--- src/hw/rtl/mtwd_pkg.sv ---
// ----------------------------------------------------------------------------
// mtwd_pkg
// shared types, widths and codes for the multi-tap wake detector
// ----------------------------------------------------------------------------
package mtwd_pkg;

   // payload widths
   localparam int COORD_BITS  = 12;
   localparam int TIME_BITS   = 32;
   localparam int OP_BITS     = 3;
   localparam int TAPS_BITS   = 4;

   // configuration register widths
   localparam int TAP_CNT_BITS  = 4;
   localparam int FEATHER_BITS  = 12;
   localparam int STEP_BITS     = 10;
   localparam int CSR_IDX_BITS  = 2;
   localparam int CSR_DATA_BITS = 12;

   // window = step * (tap_count + 1)
   localparam int MULT_BITS   = TAP_CNT_BITS + 1;
   localparam int WINDOW_BITS = STEP_BITS + MULT_BITS;
   localparam int DIST_BITS   = (COORD_BITS > FEATHER_BITS) ? COORD_BITS : FEATHER_BITS;

   // reset values of the configuration registers
   localparam logic [TAP_CNT_BITS-1:0] TAP_COUNT_RST = TAP_CNT_BITS'(1);
   localparam logic [FEATHER_BITS-1:0] FEATHER_RST   = FEATHER_BITS'(200);
   localparam logic [STEP_BITS-1:0]    STEP_RST      = STEP_BITS'(100);

   // request beat layout: coord, now, screen_off from bit 0 up
   localparam int REQ_COORD_LSB  = 0;
   localparam int REQ_NOW_LSB    = REQ_COORD_LSB + COORD_BITS;
   localparam int REQ_SOFF_BIT   = REQ_NOW_LSB + TIME_BITS;
   localparam int REQ_FIELD_BITS = REQ_SOFF_BIT + 1;
   localparam int REQ_DATA_BITS  = ((REQ_FIELD_BITS + 7) / 8) * 8;

   // response beat layout: wake, taps_seen from bit 0 up
   localparam int RSP_WAKE_BIT   = 0;
   localparam int RSP_TAPS_LSB   = 1;
   localparam int RSP_FIELD_BITS = RSP_TAPS_LSB + TAPS_BITS;
   localparam int RSP_DATA_BITS  = ((RSP_FIELD_BITS + 7) / 8) * 8;

   typedef enum logic [OP_BITS-1:0] {
      OP_SLOT         = 3'd0,
      OP_RELEASE      = 3'd1,
      OP_POS_X        = 3'd2,
      OP_POS_Y        = 3'd3,
      OP_SUSPEND_EXIT = 3'd4
   } op_type;

   typedef enum logic [CSR_IDX_BITS-1:0] {
      CSR_TAP_COUNT   = 2'd0,
      CSR_FEATHER     = 2'd1,
      CSR_WINDOW_STEP = 2'd2
   } csr_index_type;

endpackage

--- src/hw/rtl/multi_tap_wake_detector.sv ---
// ----------------------------------------------------------------------------
// multi_tap_wake_detector
// counts nearby, timely taps while the screen is off and flags a wake event
// ----------------------------------------------------------------------------
// pipeline: an accepted req beat passes the input register, then the result register,
//   which holds its rsp beat; every req beat gives exactly one rsp beat
// throughput: 1 beat per cycle while rsp_tready does not stall the result register;
//   the tap update between the input register and the result register is combinational
// reset: synchronous, active high; clears the pipeline valids and the tap
//   state (armed is set), loads the configuration defaults (tap_count 1, feather 200, step 100)
module multi_tap_wake_detector (
   input  logic                                clock,
   input  logic                                reset,
   // request channel
   input  logic                                req_tvalid,
   output logic                                req_tready,
   // tdata: coord_value, now_ms, screen_off (lowest bit up), zero padded
   input  logic [mtwd_pkg::REQ_DATA_BITS-1:0]  req_tdata,
   // tuser: operation
   input  logic [mtwd_pkg::OP_BITS-1:0]        req_tuser,
   // response channel
   output logic                                rsp_tvalid,
   input  logic                                rsp_tready,
   // tdata: wake, taps_seen (lowest bit up), zero padded
   output logic [mtwd_pkg::RSP_DATA_BITS-1:0]  rsp_tdata,
   // configuration writes
   input  logic                                csr_we,
   input  logic [mtwd_pkg::CSR_IDX_BITS-1:0]   csr_index,
   input  logic [mtwd_pkg::CSR_DATA_BITS-1:0]  csr_wdata
);
   import mtwd_pkg::*;

   // configuration registers
   logic [TAP_CNT_BITS-1:0] tap_count_ff;
   logic [FEATHER_BITS-1:0] feather_ff;
   logic [STEP_BITS-1:0]    step_ff;

   // input register stage
   logic                    s1_valid_ff;
   op_type                  s1_op_ff;
   logic [COORD_BITS-1:0]   s1_coord_ff;
   logic [TIME_BITS-1:0]    s1_now_ff;
   logic                    s1_soff_ff;

   // result register stage
   logic                    rsp_valid_ff;
   logic                    rsp_wake_ff;
   logic [TAPS_BITS-1:0]    rsp_taps_ff;

   // tap tracking state
   logic [TAPS_BITS-1:0]    counter_ff,   counter_in;
   logic [TIME_BITS-1:0]    last_time_ff, last_time_in;
   logic [COORD_BITS-1:0]   last_x_ff,    last_x_in;
   logic [COORD_BITS-1:0]   last_y_ff,    last_y_in;
   logic [COORD_BITS-1:0]   cur_x_ff,     cur_x_in;
   logic [COORD_BITS-1:0]   cur_y_ff,     cur_y_in;
   logic                    armed_ff,     armed_in;
   logic                    susp_ff,      susp_in;
   logic [TIME_BITS-1:0]    susp_time_ff, susp_time_in;
   logic                    wake_in;

   // handshake: the whole pipe moves when the result register is free
   logic advance;
   logic s1_fire;

   assign advance    = !rsp_valid_ff || rsp_tready;
   assign s1_fire    = s1_valid_ff && advance;
   assign req_tready = !s1_valid_ff || advance;

   // per-item datapath terms
   logic [MULT_BITS-1:0]    mult;
   logic [WINDOW_BITS-1:0]  window;
   logic [TIME_BITS-1:0]    tap_gap;
   logic [TIME_BITS-1:0]    susp_gap;
   logic [COORD_BITS-1:0]   pos_x;
   logic [COORD_BITS-1:0]   pos_y;
   logic [COORD_BITS-1:0]   dx;
   logic [COORD_BITS-1:0]   dy;
   logic                    near;
   logic                    tap_in_window;
   logic                    susp_in_window;
   logic [TAP_CNT_BITS-1:0] tc_less_one;
   logic [MULT_BITS-1:0]    cnt_next;
   logic                    rec;

   assign mult     = MULT_BITS'(tap_count_ff) + MULT_BITS'(1);
   assign window   = WINDOW_BITS'(step_ff) * WINDOW_BITS'(mult);
   assign tap_gap  = s1_now_ff - last_time_ff;
   assign susp_gap = s1_now_ff - susp_time_ff;

   // position events see their own new coordinate
   assign pos_x = (s1_op_ff == OP_POS_X) ? s1_coord_ff : cur_x_ff;
   assign pos_y = (s1_op_ff == OP_POS_Y) ? s1_coord_ff : cur_y_ff;

   assign dx = (pos_x >= last_x_ff) ? (pos_x - last_x_ff) : (last_x_ff - pos_x);
   assign dy = (pos_y >= last_y_ff) ? (pos_y - last_y_ff) : (last_y_ff - pos_y);

   assign near = (DIST_BITS'(dx) < DIST_BITS'(feather_ff)) &&
                 (DIST_BITS'(dy) < DIST_BITS'(feather_ff));
   assign tap_in_window  = tap_gap  < TIME_BITS'(window);
   assign susp_in_window = susp_gap < TIME_BITS'(window);
   assign tc_less_one    = tap_count_ff - TAP_CNT_BITS'(1);

   always_comb begin
      counter_in   = counter_ff;
      last_time_in = last_time_ff;
      last_x_in    = last_x_ff;
      last_y_in    = last_y_ff;
      cur_x_in     = cur_x_ff;
      cur_y_in     = cur_y_ff;
      armed_in     = armed_ff;
      susp_in      = susp_ff;
      susp_time_in = susp_time_ff;
      wake_in      = 1'b0;
      cnt_next     = MULT_BITS'(counter_ff);
      rec          = 1'b0;

      // screen on: the beat is passed through with no state change
      if (s1_soff_ff) begin
         unique case (s1_op_ff)
            OP_SLOT: begin
               counter_in   = '0;
               last_time_in = '0;
               last_x_in    = '0;
               last_y_in    = '0;
            end
            OP_RELEASE: begin
               armed_in = 1'b1;
            end
            OP_SUSPEND_EXIT: begin
               susp_in      = 1'b1;
               susp_time_in = s1_now_ff;
            end
            OP_POS_X, OP_POS_Y: begin
               cur_x_in = pos_x;
               cur_y_in = pos_y;
               susp_in  = 1'b0;
               // one detection step, only once per finger-down
               if (tap_count_ff != '0 && armed_ff) begin
                  armed_in = 1'b0;
                  priority if (counter_ff == tc_less_one) begin
                     // counter one below tap_count: record a tap, counted double after a recent resume
                     rec      = 1'b1;
                     cnt_next = MULT_BITS'(counter_ff) + MULT_BITS'(1)
                                + MULT_BITS'(susp_ff && susp_in_window);
                  end else if (counter_ff != '0 && counter_ff <= tap_count_ff) begin
                     if (near && tap_in_window) begin
                        cnt_next = MULT_BITS'(counter_ff) + MULT_BITS'(1);
                     end else begin
                        rec      = 1'b1;
                        cnt_next = MULT_BITS'(1);
                     end
                  end else begin
                     // counter zero or above tap_count: start over
                     rec      = 1'b1;
                     cnt_next = MULT_BITS'(1);
                  end

                  if (rec) begin
                     last_time_in = s1_now_ff;
                     last_x_in    = pos_x;
                     last_y_in    = pos_y;
                  end

                  if (cnt_next > MULT_BITS'(tap_count_ff)) begin
                     // sequence complete: fire and clear
                     wake_in      = 1'b1;
                     counter_in   = '0;
                     last_time_in = '0;
                     last_x_in    = '0;
                     last_y_in    = '0;
                  end else begin
                     counter_in = cnt_next[TAPS_BITS-1:0];
                  end
               end
            end
            default: begin
            end
         endcase
      end
   end

   // configuration registers
   always_ff @(posedge clock) begin
      if (reset) begin
         tap_count_ff <= TAP_COUNT_RST;
         feather_ff   <= FEATHER_RST;
         step_ff      <= STEP_RST;
      end else if (csr_we) begin
         unique case (csr_index)
            CSR_TAP_COUNT:   tap_count_ff <= csr_wdata[TAP_CNT_BITS-1:0];
            CSR_FEATHER:     feather_ff   <= csr_wdata[FEATHER_BITS-1:0];
            CSR_WINDOW_STEP: step_ff      <= csr_wdata[STEP_BITS-1:0];
            default: begin
            end
         endcase
      end
   end

   // input register
   always_ff @(posedge clock) begin
      if (reset) begin
         s1_valid_ff <= 1'b0;
      end else if (req_tready) begin
         s1_valid_ff <= req_tvalid;
      end
   end

   always_ff @(posedge clock) begin
      if (req_tready && req_tvalid) begin
         s1_op_ff    <= op_type'(req_tuser);
         s1_coord_ff <= req_tdata[REQ_COORD_LSB +: COORD_BITS];
         s1_now_ff   <= req_tdata[REQ_NOW_LSB +: TIME_BITS];
         s1_soff_ff  <= req_tdata[REQ_SOFF_BIT];
      end
   end

   // tap state commits when the beat moves into the result register
   always_ff @(posedge clock) begin
      if (reset) begin
         counter_ff   <= '0;
         last_time_ff <= '0;
         last_x_ff    <= '0;
         last_y_ff    <= '0;
         cur_x_ff     <= '0;
         cur_y_ff     <= '0;
         armed_ff     <= 1'b1;
         susp_ff      <= 1'b0;
         susp_time_ff <= '0;
      end else if (s1_fire) begin
         counter_ff   <= counter_in;
         last_time_ff <= last_time_in;
         last_x_ff    <= last_x_in;
         last_y_ff    <= last_y_in;
         cur_x_ff     <= cur_x_in;
         cur_y_ff     <= cur_y_in;
         armed_ff     <= armed_in;
         susp_ff      <= susp_in;
         susp_time_ff <= susp_time_in;
      end
   end

   // result register
   always_ff @(posedge clock) begin
      if (reset) begin
         rsp_valid_ff <= 1'b0;
      end else if (advance) begin
         rsp_valid_ff <= s1_valid_ff;
      end
   end

   always_ff @(posedge clock) begin
      if (s1_fire) begin
         rsp_wake_ff <= wake_in;
         rsp_taps_ff <= counter_in;
      end
   end

   assign rsp_tvalid = rsp_valid_ff;

   always_comb begin
      rsp_tdata                                 = '0;
      rsp_tdata[RSP_WAKE_BIT]                   = rsp_wake_ff;
      rsp_tdata[RSP_TAPS_LSB +: TAPS_BITS]      = rsp_taps_ff;
   end

endmodule

--- config.mk ---
export PLATFORM = sky130hd
export DESIGN_NAME = multi_tap_wake_detector
export DESIGN_NICKNAME = d
export VERILOG_FILES = /design/src/hw/rtl/mtwd_pkg.sv /design/src/hw/rtl/multi_tap_wake_detector.sv
export SDC_FILE = /design/constraint.sdc
export NUM_CORES = 1
export LEC_CHECK = 0
export ABC_CLOCK_PERIOD_IN_PS = 15100
export BUFFER_PORTS_ARGS = -buffer_cell sky130_fd_sc_hd__buf_2
export CAP_MARGIN = 10
export CORE_UTILIZATION = 49
export DETAILED_ROUTE_END_ITERATION = 6
export PLACE_DENSITY = 0.66
export SLEW_MARGIN = 20
export SYNTH_ARGS = -nofsm -noshare
export SYNTH_HDL_FRONTEND = slang
export SYNTH_SLANG_ARGS = --single-unit
--- constraint.sdc ---
create_clock -name clock -period 15.1 [get_ports clock]
set_clock_uncertainty 0.2 [all_clocks]
set_input_delay 1.51 -clock clock [delete_from_list [all_inputs] [get_ports clock]]
set_output_delay 1.51 -clock clock [all_outputs]
set_load 0.05 [all_outputs]
=== Yosys cells after proc, flatten, opt, wreduce, memory -nomap -nowiden ===
Index checks and enable logic that the tools add are counted.

* Add/subtract/negate cells: 10
* Multipliers: 1
* Muxes and demuxes: 36
* Magnitude comparators: 8
* Equality and inequality tests: 9
* Reductions and logical operators: 28

{| class="wikitable"
|+ Operators by type and width
! kind !! count
|-
| $mux 12 || 10
|-
| $mux 32 || 3
|-
| $lt 32x15->1 || 2
|-
| $pmux 32 s2 || 1
|-
| $sub 32x32->32 || 2
|-
| $pmux 12 s2 || 2
|-
| $sub 12x12->12 || 4
|-
| $mux 5 || 6
|-
| $ge 12x12->1 || 2
|-
| $lt 12x12->1 || 2
|-
| $mul 10x5->15 || 1
|-
| $mux 4 || 3
|-
| $reduce_and 3->1 || 4
|-
| $add 4x1->5 const B || 2
|-
| $mux 1 || 8
|-
| $pmux 4 s2 || 1
|-
| $reduce_bool 4->1 || 2
|-
| $logic_and 1x1->1 || 7
|-
| $eq 3x2->1 const B || 2
|-
| $reduce_and 2->1 || 3
|-
| $reduce_bool 2->1 || 3
|-
| $add 5x1->5 || 1
|-
| $gt 5x4->1 || 1
|-
| $reduce_and 5->1 || 1
|-
| other kinds (16) || 19
|}

* Logic and storage cells: 112
* Flip-flop bits (word level): 199

=== Longest topological paths before layout ===
* Word-level depth: 18
* Gate-level depth with buffers: 46
* Mapped depth without buffers: 43

=== Least setup slack after synthesis ===
Ideal clock, no wire load.

* Path kind: register to register
* Start point: register tap_count_ff[0]
* End point: register last_x_ff[0]
* Required time: 14840 ps
* Stages on the path, launching flop included: 45
* Arrival: 9010 ps
* Buffers on the path: 3
* Slack: 5830 ps
* Period minus slack after synthesis: 9270 ps
* Cells stage by stage: dfxtp_1 -> ha_1 -> and3_1 -> clkbuf_1 -> nand2_1 -> fa_1 -> inv_1 -> fa_1 -> inv_1 -> fa_1 -> inv_1 -> ha_1 -> or4_1 -> o22a_1 -> a21oi_1 -> o21bai_1 -> a21oi_1 -> nor2_1 -> (+9 left out) -> a2111o_1 -> a2111oi_0 -> ha_1 -> ha_1 -> o2bb2a_1 -> inv_1 -> ha_1 -> nor2b_1 -> o21a_1 -> o21ai_0 -> nand2b_1 -> a22oi_1 -> nand4_1 -> or4_1 -> o21bai_1 -> buf_2 -> buf_4 -> a22o_1

* Cells in the longest elaborated chain, start to end: 14

{| class="wikitable"
|+ RTL lines
! item !! line !! text
|-
| from (decl) || multi_tap_wake_detector.sv:34 || <nowiki>logic [TAP_CNT_BITS-1:0] tap_count_ff;</nowiki>
|-
| from (signal assigned) || multi_tap_wake_detector.sv:191 || <nowiki>CSR_TAP_COUNT: tap_count_ff <= csr_wdata[TAP_CNT_BITS-1:0];</nowiki>
|-
| branches (longest 14 deep; another with $lt 32x15->1) || - ||
|-
| to (signal assigned) || multi_tap_wake_detector.sv:233 || <nowiki>last_x_ff <= last_x_in;</nowiki>
|-
| to (decl) || multi_tap_wake_detector.sv:53 || <nowiki>logic [COORD_BITS-1:0] last_x_ff, last_x_in;</nowiki>
|}

Parallel ways; which one is timed is not known. The select of a mux whose other input is x is not followed.
A chain may end at the register's enable or synchronous reset.

=== Worst setup path after layout ===
* Start point: register s1_op_ff[2]
* End point: register last_y_ff[0]

* Cells in the longest elaborated chain, start to end: 17

{| class="wikitable"
|+ RTL lines
! item !! line !! text
|-
| from (decl) || multi_tap_wake_detector.sv:40 || <nowiki>op_type s1_op_ff;</nowiki>
|-
| from (signal assigned) || multi_tap_wake_detector.sv:211 || <nowiki>s1_op_ff <= op_type'(req_tuser);</nowiki>
|-
| $eq 3x2->1 (*) || multi_tap_wake_detector.sv:93 || <nowiki>assign pos_y = (s1_op_ff == OP_POS_Y) ? s1_coord_ff : cur_y_ff;</nowiki>
|-
| $mux 12 (*) || multi_tap_wake_detector.sv:93 ||
|-
| named net pos_y[1] || multi_tap_wake_detector.sv:76 || <nowiki>logic [COORD_BITS-1:0] pos_y;</nowiki>
|-
| $sub 12x12->12 / $ge 12x12->1 (equally long branches) || multi_tap_wake_detector.sv:96 || <nowiki>assign dy = (pos_y >= last_y_ff) ? (pos_y - last_y_ff) : (last_y_ff - pos_y);</nowiki>
|-
| $mux 12 (*) || multi_tap_wake_detector.sv:96 ||
|-
| $lt 12x12->1 (*) || multi_tap_wake_detector.sv:99 || <nowiki>(DIST_BITS'(dy) < DIST_BITS'(feather_ff));</nowiki>
|-
| $logic_and 1x1->1 (*) || multi_tap_wake_detector.sv:98 || <nowiki>assign near = (DIST_BITS'(dx) < DIST_BITS'(feather_ff)) &&</nowiki>
|-
| $logic_and 1x1->1 (*) || multi_tap_wake_detector.sv:147 || <nowiki>if (near && tap_in_window) begin</nowiki>
|-
| (+2 left out) || - ||
|-
| $mux 5 || multi_tap_wake_detector.sv:141 || <nowiki>priority if (counter_ff == tc_less_one) begin</nowiki>
|-
| $mux 5 || multi_tap_wake_detector.sv:139 || <nowiki>if (tap_count_ff != '0 && armed_ff) begin</nowiki>
|-
| $mux 5 || multi_tap_wake_detector.sv:120 || <nowiki>unique case (s1_op_ff)</nowiki>
|-
| $mux 5 || multi_tap_wake_detector.sv:119 || <nowiki>if (s1_soff_ff) begin</nowiki>
|-
| $gt 5x4->1 || multi_tap_wake_detector.sv:165 || <nowiki>if (cnt_next > MULT_BITS'(tap_count_ff)) begin</nowiki>
|-
| $mux 12 || multi_tap_wake_detector.sv:165 ||
|-
| $mux 12 || multi_tap_wake_detector.sv:139 ||
|-
| $pmux 12 s2 || multi_tap_wake_detector.sv:120 ||
|-
| to (signal assigned) || multi_tap_wake_detector.sv:234 || <nowiki>last_y_ff <= last_y_in;</nowiki>
|-
| to (decl) || multi_tap_wake_detector.sv:54 || <nowiki>logic [COORD_BITS-1:0] last_y_ff, last_y_in;</nowiki>
|}

The timed path passes the listed nets; every way through them passes the cells marked *. The select of a mux whose other input is x is not followed.

==> summary.md <==
| Metric | Value |
|---|---|
| Status | `finished clean` |
| H-tree depth | `4` |
| Total GRT Usage | `0.241` |
| Hold Buf Count CTS | `0` |
| Area contributors post-synth | `dfxtp_1 (19%), ha_1 (15%), edfxtp_1 (10%)` |
| Largest net degree at the start of global routing | `80` |
| Cell Rows | `65` |
| DRT iter0 DRCs | `824` |
| Post-CTS Repair Setup Buffers | `0` |
| Final worst path period share | `0.791` |
| TritonCTS clock tree | `done` |
| Non-filler cells, final | `2322` |
| WHS | `0.257 ns` |
| Final Setup Violations | `0` |
| DR vias | `13.3k` |
| Critical Path AT | `12.15 ns` |
| Setup TNS | `0 ns` |
| Worst Path Required | `15.31 ns` |
| Ys flop type | `dfxtp_1` |
| Most frequent cells in the layout | `nand2_1 (210), inv_1 (197), ha_1 (191)` |
| Area delta synth->final | `7.79%` |
| Post-Synthesis Cell Area | `15800 um^2` |
| Die ar. | `32900 um^2` |
| Synth top area share | `0.185` |
| Number of synthesized flops with an enable pin | `53` |
| Total gr overflow | `0` |
| Cell taking the most area after synthesis | `dfxtp_1` |
| Minimum clock period | `11.94 ns` |
| Sequential area share after synthesis | `0.286` |
| Initial antenna violation count | `1` |
| Delay-heaviest family, CP | `simple AND/OR/NAND/NOR gates` |
| Total Wirelength | `39.1 mm` |
| Final net count | `2198` |
| WP buf/inv | `3` |
| Hold Path Class | `flip-flop to flip-flop` |
| ANT cells | `0` |
| Ys async rst share | `0` |
| DRT antenna net count | `0` |
| Lkg Pwr | `7.06 nW` |
| GPL Wtd Cong | `0.933` |
| Gate Count Post-Synth | `1867` |
| Port bufs | `73` |
| Die Ht | `181 um` |
| Post-CTS Resized | `0` |
| Mapped Avg Cell Area | `8.45 um^2` |
| Proportion of layout cells with a drive suffix above 1 | `0.0729` |
| Slew Limit Fails | `0` |
| Starting density of the core | `0.499` |
| RSZ-0062 raised after global routing | `no` |
| Global-route wire length before repair | `63.7 mm` |
| Worst-Skew Late Latency | `0.47 ns` |
| CP max stage cell | `nand2_1` |
| Most common cell after layout, fill and taps aside | `nand2_1` |
| Crit path kind | `flip-flop to flip-flop` |
| Critical path fanouts, max | `33` |
| Cell mode on critical path | `o21ai_0` |
| DRC Markers | `0` |
| Root buffer cell | `clkbuf_16` |
| Clk buf depth | `2` |
| Clock slew at reported path FFs | `0.08 ns` |
| Power per cell area | `81.2 nW/um^2` |
| Crit start category | `flip-flop` |
| F_max | `83.7 MHz` |
| Ports | `80` |
| Maximum vdd drop | `0.0000858 V` |
| TritonRoute pass-1 iters | `6` |
| Critical path's largest stage delay | `0.64 ns` |
| DP HPWL | `30.0 mm` |
| Library cells used by synthesis | `84` |
| Worst-margin pin slew | `0.930 ns` |
| CP Capture Type | `flip-flop` |
| Placed Area | `16400 um^2` |
| Cell area after layout | `17000 um^2` |
| Inst Count DP | `2290` |
| Max Cap Viol | `0` |
| Number of global-route vias before repair | `12.7k` |
| Via-to-Cell Ratio | `5.72` |
| Clock Sinks | `199` |
| Final hold vios | `0` |
| Core area | `31600 um^2` |
| Syn. warnings | `0` |
| Chip width | `181 um` |
| DR WL/cell | `16.9 um` |
| Cts bufs inserted | `17` |
| Flops & latches, synth | `199` |
| Rel. slew slack | `0.380` |
| Post-layout util | `0.537` |
-- through the flow --
stage | setup slack (ns) | power (W)
5_1_grt | 2.01 | 0.00146
4_1_cts | 3.11 | 0.00139
3_3_place_gp | 3.27 | 0.000935
3_5_place_dp | 3.16 | 0.000944
2_1_floorplan | 5.83 | 0.000852
6_report | 3.16 | 0.00138
-- routing by layer --
layer | share of wire | vias up | wire length (um) | global-route usage
met3 | 0.038 | 36 | 1500 | 0.0387
met2 | 0.48 | 290 | 18900 | 0.423
met4 | 0.015 | 0 | 580 | 0.0610
met1 | 0.46 | 6238 | 18200 | 0.307
li1 | - | 6712 | - | -
met5 | 0 | - | 0 | 0
-- cells by family after synthesis --
kind of cell               after synthesis  synth area share
DFF                                    199             0.286
AOI/OAI and AO/OA                      504             0.215
muxes                                   53            0.0344
buffers and inverters                  261            0.0650
xor gates and xnor gates                74            0.0411
other                                    1          0.000238
adders and majority gates              222             0.190
and+or+nand+nor                        553             0.167
-- worst reg2reg max path: cells and delay by family (launching register included) --
kind	cells	cell delay (ns)
AND/OR/NAND/NOR	12	4.34
AO/OA/AOI/OAI	15	4.21
multiplexers	2	0.93
adder cells (fa/ha/maj)	3	0.85
buffers and inverters	3	0.73
flip-flops	1	0.44
XOR/XNOR	1	0.18
-- synth_stat cells (5+ instances only) --
| library cell | instances |
|---|---|
| o211ai_1 | 15 |
| o31ai_1 | 17 |
| mux2_2 | 9 |
| nand2b_1 | 25 |
| or2_2 | 6 |
| o21a_1 | 18 |
| o21bai_1 | 21 |
| nor3_1 | 22 |
| o21ai_1 | 5 |
| a31oi_1 | 14 |
| a2111oi_0 | 8 |
| buf_4 | 9 |
| nand2_1 | 210 |
| o21ai_0 | 67 |
| xnor2_1 | 50 |
| a21o_1 | 29 |
| a21oi_1 | 152 |
| o31a_1 | 5 |
| inv_1 | 197 |
| nor2b_1 | 16 |
| clkbuf_1 | 40 |
| or3_1 | 10 |
| nand3b_1 | 6 |
| edfxtp_1 | 53 |
| dfxtp_1 | 146 |
| mux2i_1 | 43 |
| and3_1 | 13 |
| a221oi_1 | 5 |
| nand4_1 | 21 |
| a21boi_0 | 5 |
| or4_1 | 9 |
| nor4_1 | 8 |
| nand3_1 | 32 |
| fa_1 | 30 |
| buf_2 | 10 |
| xor2_1 | 24 |
| and2_1 | 35 |
| a211oi_1 | 33 |
| a22o_1 | 55 |
| nor2_1 | 119 |
| ha_1 | 191 |
| o2111ai_1 | 5 |
-- sequential cells by signal, summed over array words and instances (netlist names) --
signal	count
rsp_wake_ff	1
step_ff	10
cur_x_ff	12
rsp_taps_ff	4
rsp_tvalid	1
s1_now_ff	32
last_y_ff	12
armed_ff	1
susp_time_ff	32
s1_valid_ff	1
cur_y_ff	12
s1_soff_ff	1
feather_ff	12
s1_op_ff	3
s1_coord_ff	12
susp_ff	1
last_time_ff	32
last_x_ff	12
tap_count_ff	4
counter_ff	4
-- area by class of cell --
| class | instances | area, um^2 |
|---|---|---|
| fillers | 2899 | 14600 |
| multi-input cells | 1409 | 10300 |
| flip-flops and latches | 199 | 4510 |
| inverters | 199 | 747 |
| well taps | 402 | 503 |
| clock buffers | 19 | 443 |
| repair buffers | 81 | 425 |
| clock inverters | 13 | 114 |
-- report_power, final --
group | internal (W) | switching [W]
sequential | 0.000563 | 0.0000151
combinational | 0.000148 | 0.000210
clock | 0.000220 | 0.000224
total | 0.000931 | 0.000449
-- final timing paths --
kind	endpoint	slack, ns	from	cells past startpoint
worst max register to register	last_y_ff[0]	3.16	s1_op_ff[2]	36
worst min-delay path	susp_time_ff[1]	0.26	susp_time_ff[1]	2
worst max-delay path	last_y_ff[0]	3.16	s1_op_ff[2]	36
worst min register to register	susp_time_ff[1]	0.26	susp_time_ff[1]	2
Note: power is estimated with default switching activity, not from simulation.
